[config.mk]
export PLATFORM = sky130hd
export DESIGN_NAME = lhst_cell
export DESIGN_NICKNAME = d
export VERILOG_FILES = /design/src/lhst_pkg.sv /design/src/lhst_cell.sv
export SDC_FILE = /design/constraint.sdc
export NUM_CORES = 1
export LEC_CHECK = 0
export BUFFER_PORTS_ARGS = -buffer_cell sky130_fd_sc_hd__clkbuf_2
export CAP_MARGIN = 0
export CELL_PAD_IN_SITES_DETAIL_PLACEMENT = 1
export CELL_PAD_IN_SITES_GLOBAL_PLACEMENT = 2
export CORE_AREA = 3 3 210 212
export DETAILED_ROUTE_END_ITERATION = 6
export DIE_AREA = 0 0 213 215
export GPL_TIMING_DRIVEN = 1
export PLACE_DENSITY = 0.59
export SLEW_MARGIN = 15
export SYNTH_ARGS = -nofsm -noshare
export SYNTH_HDL_FRONTEND = slang
export SYNTH_SLANG_ARGS = --single-unit
[constraint.sdc]
create_clock -name clk -period 9.4 [get_ports clk]
set_input_delay 0.47 -clock clk [delete_from_list [all_inputs] [get_ports clk]]
set_output_delay 0.47 -clock clk [all_outputs]
set_load 0.01 [all_outputs]
[src/lhst_pkg.sv]
// Package for the heard-station table: command codes, entry record, search control.
// No dependencies.
package lhst_pkg;

  localparam logic [1:0] CMD_UPDATE = 2'd0;
  localparam logic [1:0] CMD_REMOVE = 2'd1;
  localparam logic [1:0] CMD_RECENT = 2'd2;
  localparam logic [1:0] CMD_IFACE  = 2'd3;

  localparam logic [7:0]  TYPE_SPACE     = 8'h20;
  localparam logic [15:0] WINDOW_DEFAULT = 16'd3600;

  localparam logic [1:0] REG_DTI    = 2'd0;
  localparam logic [1:0] REG_MAX    = 2'd1;
  localparam logic [1:0] REG_WINDOW = 2'd2;

  typedef struct packed {
    logic [55:0] address;
    logic [3:0]  iface;
    logic [7:0]  code;
    logic [31:0] count;
    logic [31:0] stamp;
  } entry_t;

  // Control from the sequencer to every cell.
  typedef struct packed {
    logic        shift;  // cells at or below the end position take the entry above
    logic        load;   // the front cell takes the new entry
    logic        pull;   // cells at or past the hole take the entry below
  } cell_ctl_t;

endpackage

[src/lhst_cell.sv]
// One position of the recency-ordered chain: holds one entry and its valid bit.
// Depends on lhst_pkg.
module lhst_cell (
  input  logic             clk,
  input  logic             rst,
  input  lhst_pkg::cell_ctl_t ctl,
  input  logic             sel,       // this position takes part in the shift
  input  logic             pull_sel,  // this position takes part in the pull
  input  lhst_pkg::entry_t up_entry,
  input  logic             up_valid,
  input  lhst_pkg::entry_t down_entry,
  input  logic             down_valid,
  input  lhst_pkg::entry_t new_entry,
  input  logic             is_front,
  output lhst_pkg::entry_t entry,
  output logic             valid
);

  always_ff @(posedge clk) begin
    if (rst) begin
      valid <= 1'b0;
    end else if (ctl.load && is_front) begin
      valid <= 1'b1;
    end else if (ctl.shift && sel) begin
      valid <= up_valid;
    end else if (ctl.pull && pull_sel) begin
      valid <= down_valid;
    end
  end

  always_ff @(posedge clk) begin
    if (ctl.load && is_front) begin
      entry <= new_entry;
    end else if (ctl.shift && sel) begin
      entry <= up_entry;
    end else if (ctl.pull && pull_sel) begin
      entry <= down_entry;
    end
  end

endmodule
* After elaboration in Yosys (flattened, before gate mapping) *
Index checks and enable logic that the tools add are counted.

operators by class
  reductions and logical operators = 4
  mux-type cells = 6

operator list
  operator           count
  $mux 132           3
  $logic_and 1x1->1  3
  $mux 1             3
  $reduce_bool 3->1  1

storage, ports and cells
  output and inout port bits = 133
  bits in registers = 133
  input port bits = 406
  word-level logic and storage cells = 16

* Logic depth before layout (Yosys ltp) *
  depth after elaboration = 4
  depth in mapped cells = 7
  depth with buffers taken out = 3

* Worst setup path after synthesis *
Ideal clock, no wire load.

  path kind = input-to-reg
  from = input port ctl[1] (netlist name)
  to = register entry[0] (netlist name) (enable)
  arrival = 4.096 ns
  path buffers = 3
  slack = 4.790 ns
  required time = 8.886 ns
  library setup time = 0.514 ns
  stages on the path = 5
  cells stage by stage = and2_4 > buf_6 > buf_12 > buf_12 > nand2b_1

between the ends
  cells in the longest elaborated chain, start to end = 2

ends and longest elaborated chain
  what                         RTL line         RTL
  start, declared              lhst_cell.sv:6   input lhst_pkg::cell_ctl_t ctl,
  $logic_and 1x1->1            lhst_cell.sv:32  if (ctl.load && is_front) begin
  $reduce_bool 3->1 (no line)  --
  end signal, assigned         lhst_cell.sv:33  entry <= new_entry;
  end signal, assigned         lhst_cell.sv:35  entry <= up_entry;
  end signal, assigned         lhst_cell.sv:37  entry <= down_entry;
  end, declared                lhst_cell.sv:15  output lhst_pkg::entry_t entry,

Every way passes these cells.
A chain may end at the register's enable or synchronous reset.

* Worst setup path after layout *
  from = input port ctl[1] (netlist name)
  to = register entry[88] (netlist name), data pin

between the ends
  cells in the longest elaborated chain, start to end = 2

ends and longest elaborated chain
  what               RTL line
  $logic_and 1x1->1  lhst_cell.sv:32
  $mux 132           lhst_cell.sv:32

Every way passes these cells.

==> impl_metrics.csv <==
group,metric,value,unit
power_and_ir_drop,ir_drop,103,uV
detailed_routing,routed_via_density,3.91,
timing,setup_violations,0,
yosys,ys_ff_latch,133,
yosys,ys_seq_area_share,56.2,%
detailed_routing,drc,0,
timing,tns,0,ns
clock_network,clock_latency,0.43,ns
floorplanning,die_area,45800,um2
worst_hold_path,min_path_type,"in2reg",
detailed_routing,wl_per_cell,18.0,um
clock_network,postCtsHoldBufs,0,
clock_network,post_cts.repair.setup_buffers,0,
yosys,synthCells,581,
power_and_ir_drop,p_per_area,170,nW/um2
yosys,synth-xor-area-share,0,%
clock_network,cts_tree,"built",
place,dpl.hpwl,24200,um
critical_path,cpMaxStageDelayCell,"buf_4",
timing,slew_headroom,36.1,%
power_and_ir_drop,p_leak,5.35,nW
yosys,yosys_warnings,0,
clock_network,numCtsBuffers,17,
final_layout,seq_area,3980,um2
clock_network,cts_root_buffer,"clkbuf_16",
global_routing,grt_pass1_vias,6970,
clock_network,clock_path_buffers,2,
power_and_ir_drop,power.total,0.00182,W
critical_path,worst_path_most_repeated_cell,"buf_4",
detailed_routing,antenna_left,0,
global_routing,overflow,0,
yosys,synthSimpleGateAreaFrac,8.74,%
timing,layout_min_cycle_time,2.77,ns
timing,fmax,360,MHz
critical_path,crit_fanout,87,
yosys,syn-cell-area,7090,um2
global_routing,antenna_found_initial,4,
run,maxCapViolCount,0,
yosys,synth-compound-area-share,11.2,%
timing,slew_viol_final,0,
critical_path,arrival,2.92,ns
detailed_routing,drt_wl_total,29800,um
clock_network,cts_resized,0,
critical_path,cp.buffers_inverters,3,
clock_network,clock-sinks,133,
clock_network,htreeDepth,4,
timing,rsz0062_at_grt,"false",
timing,worst_pin_slew,0.958,ns
floorplanning,initial_utilization,16.8,%
global_routing,grt_max_degree,88,
place,place_congestion,0.778,
status,status,"finished, final reports clean",
critical_path,startpoint_type,"input port",
timing,finalHoldViolations,0,
global_routing,grt_pass1_wl,42700,um
floorplanning,ios,539,
clock_network,clkTransAtPathRegs,0.06,ns
final_layout,drive_gt1_share,57.6,%
detailed_routing,vias,6457,
floorplanning,core_area,42100,um2
final_layout,nFillCells,4966,
final_layout,multi_input_area,2770,um2
yosys,avgSynthCellArea,12.2,um2
detailed_routing,drtIter0Drc,204,
final_layout,synthToLayoutAreaGrowth,51.2,%
timing,fin_crit_sh,29.5,%
timing,finalClockSkew,0,ns
detailed_routing,drt_first_pass_iters,4,
floorplanning,rows,75,
final_layout,mostFrequentLayoutCells,"clkbuf_2, mux2i_1, edfxtp_1",
yosys,synth_top_family_by_area,"multiplexers",
yosys,yosysUniqueCellTypes,18,
final_layout,final_common_cell,"clkbuf_2",
critical_path,criticalPathCategory,"in2reg",
final_layout,num-nets-final,1506,
critical_path,path_cells,"clkbuf_2 -> and2_4 -> buf_4 -> buf_4 -> o21ai_1",
floorplanning,die_y,215,um
critical_path,end_kind,"flop",
place,port_buffers,538,
critical_path,cpPeakStageDelay,0.83,ns
critical_path,cp_top_family,"buffers and inverters",
yosys,postSynthNetCount,987,
yosys,synth-adder-area-share,0,%
global_routing,grt_use_total,12.6,%
yosys,synth.area.mux_share,18.8,%
floorplanning,die_w,213,um
critical_path,cp.required,9.55,ns
[path summary, 6_finish.rpt]
kind                                  end  slack, ns  cells past startpoint  startpoint
worst min register to register      valid       0.55                      2       valid
worst max register to register      valid       8.69                      2       valid
worst max-delay path            entry[88]       6.63                      5      ctl[1]
worst min-delay path                valid       0.20                      2         rst
[registers in the layout, indices dropped and copies added, names as in the netlist]
register,cells
valid,1
entry,132
[cell usage after synthesis (all sizes together)]
library cell  instances  area, um2
a221oi                1       15.0
a22oi                 1       7.51
and2                  1       8.76
buf                  38        335
clkbuf                6       22.5
dfxtp                 1       20.0
edfxtp              132       3960
mux2i               133       1330
nand2               133        594
nand2b                1       6.26
nor2                  2       10.0
o21ai               132        773
[cell families (layout without fill, tap and decap cells)]
group	after synthesis	in the layout
AND/OR/NAND/NOR	137	137
buffers and inverters	44	576
multiplexers	133	133
flip-flops	133	133
AO/OA/AOI/OAI	134	134
other	0	1
[layer usage]
metal  share of wire, %  GRT usage (%)  up-vias  wire length, um
li1                   -              -     3174                -
met3                 11           5.63       25             3240
met1                 38           13.5     2924            11400
met2                 49           22.2      330            14700
met4                1.3           3.44        4              388
met5              0.077              0        -               23
[final cells by class]
type                    count  area share, %
repair buffers            544           25.5
multi-input cells         404           25.8
diodes                      1         0.0234
clock inverters            11           1.03
flip-flops and latches    133           37.2
well taps                 539           6.29
clock buffers              21           4.11
[per-stage QoR]
step / hold WS, ns / area (um2) / worst slack (ns) / cells / util, %
final: 0.200 / 10700 / 6.63 / 1653 / 25.4
after global routing: 0.173 / 10700 / 6.31 / 1652 / 25.4
after CTS: 0.160 / 10700 / 6.55 / 1652 / 25.4
after detailed placement: 0.549 / 10200 / 6.06 / 1620 / 24.1
after global placement: 0.535 / 10200 / 6.14 / 1620 / 24.1
after floorplan: 0.536 / 7090 / 4.79 / 581 / -
[power breakdown]
group / internal [W] / switching (W)
combinational: 0.000167 / 0.000215
clock: 0.000386 / 0.000269
sequential: 0.000758 / 0.0000235
Note: power is estimated with default switching activity, not from simulation.
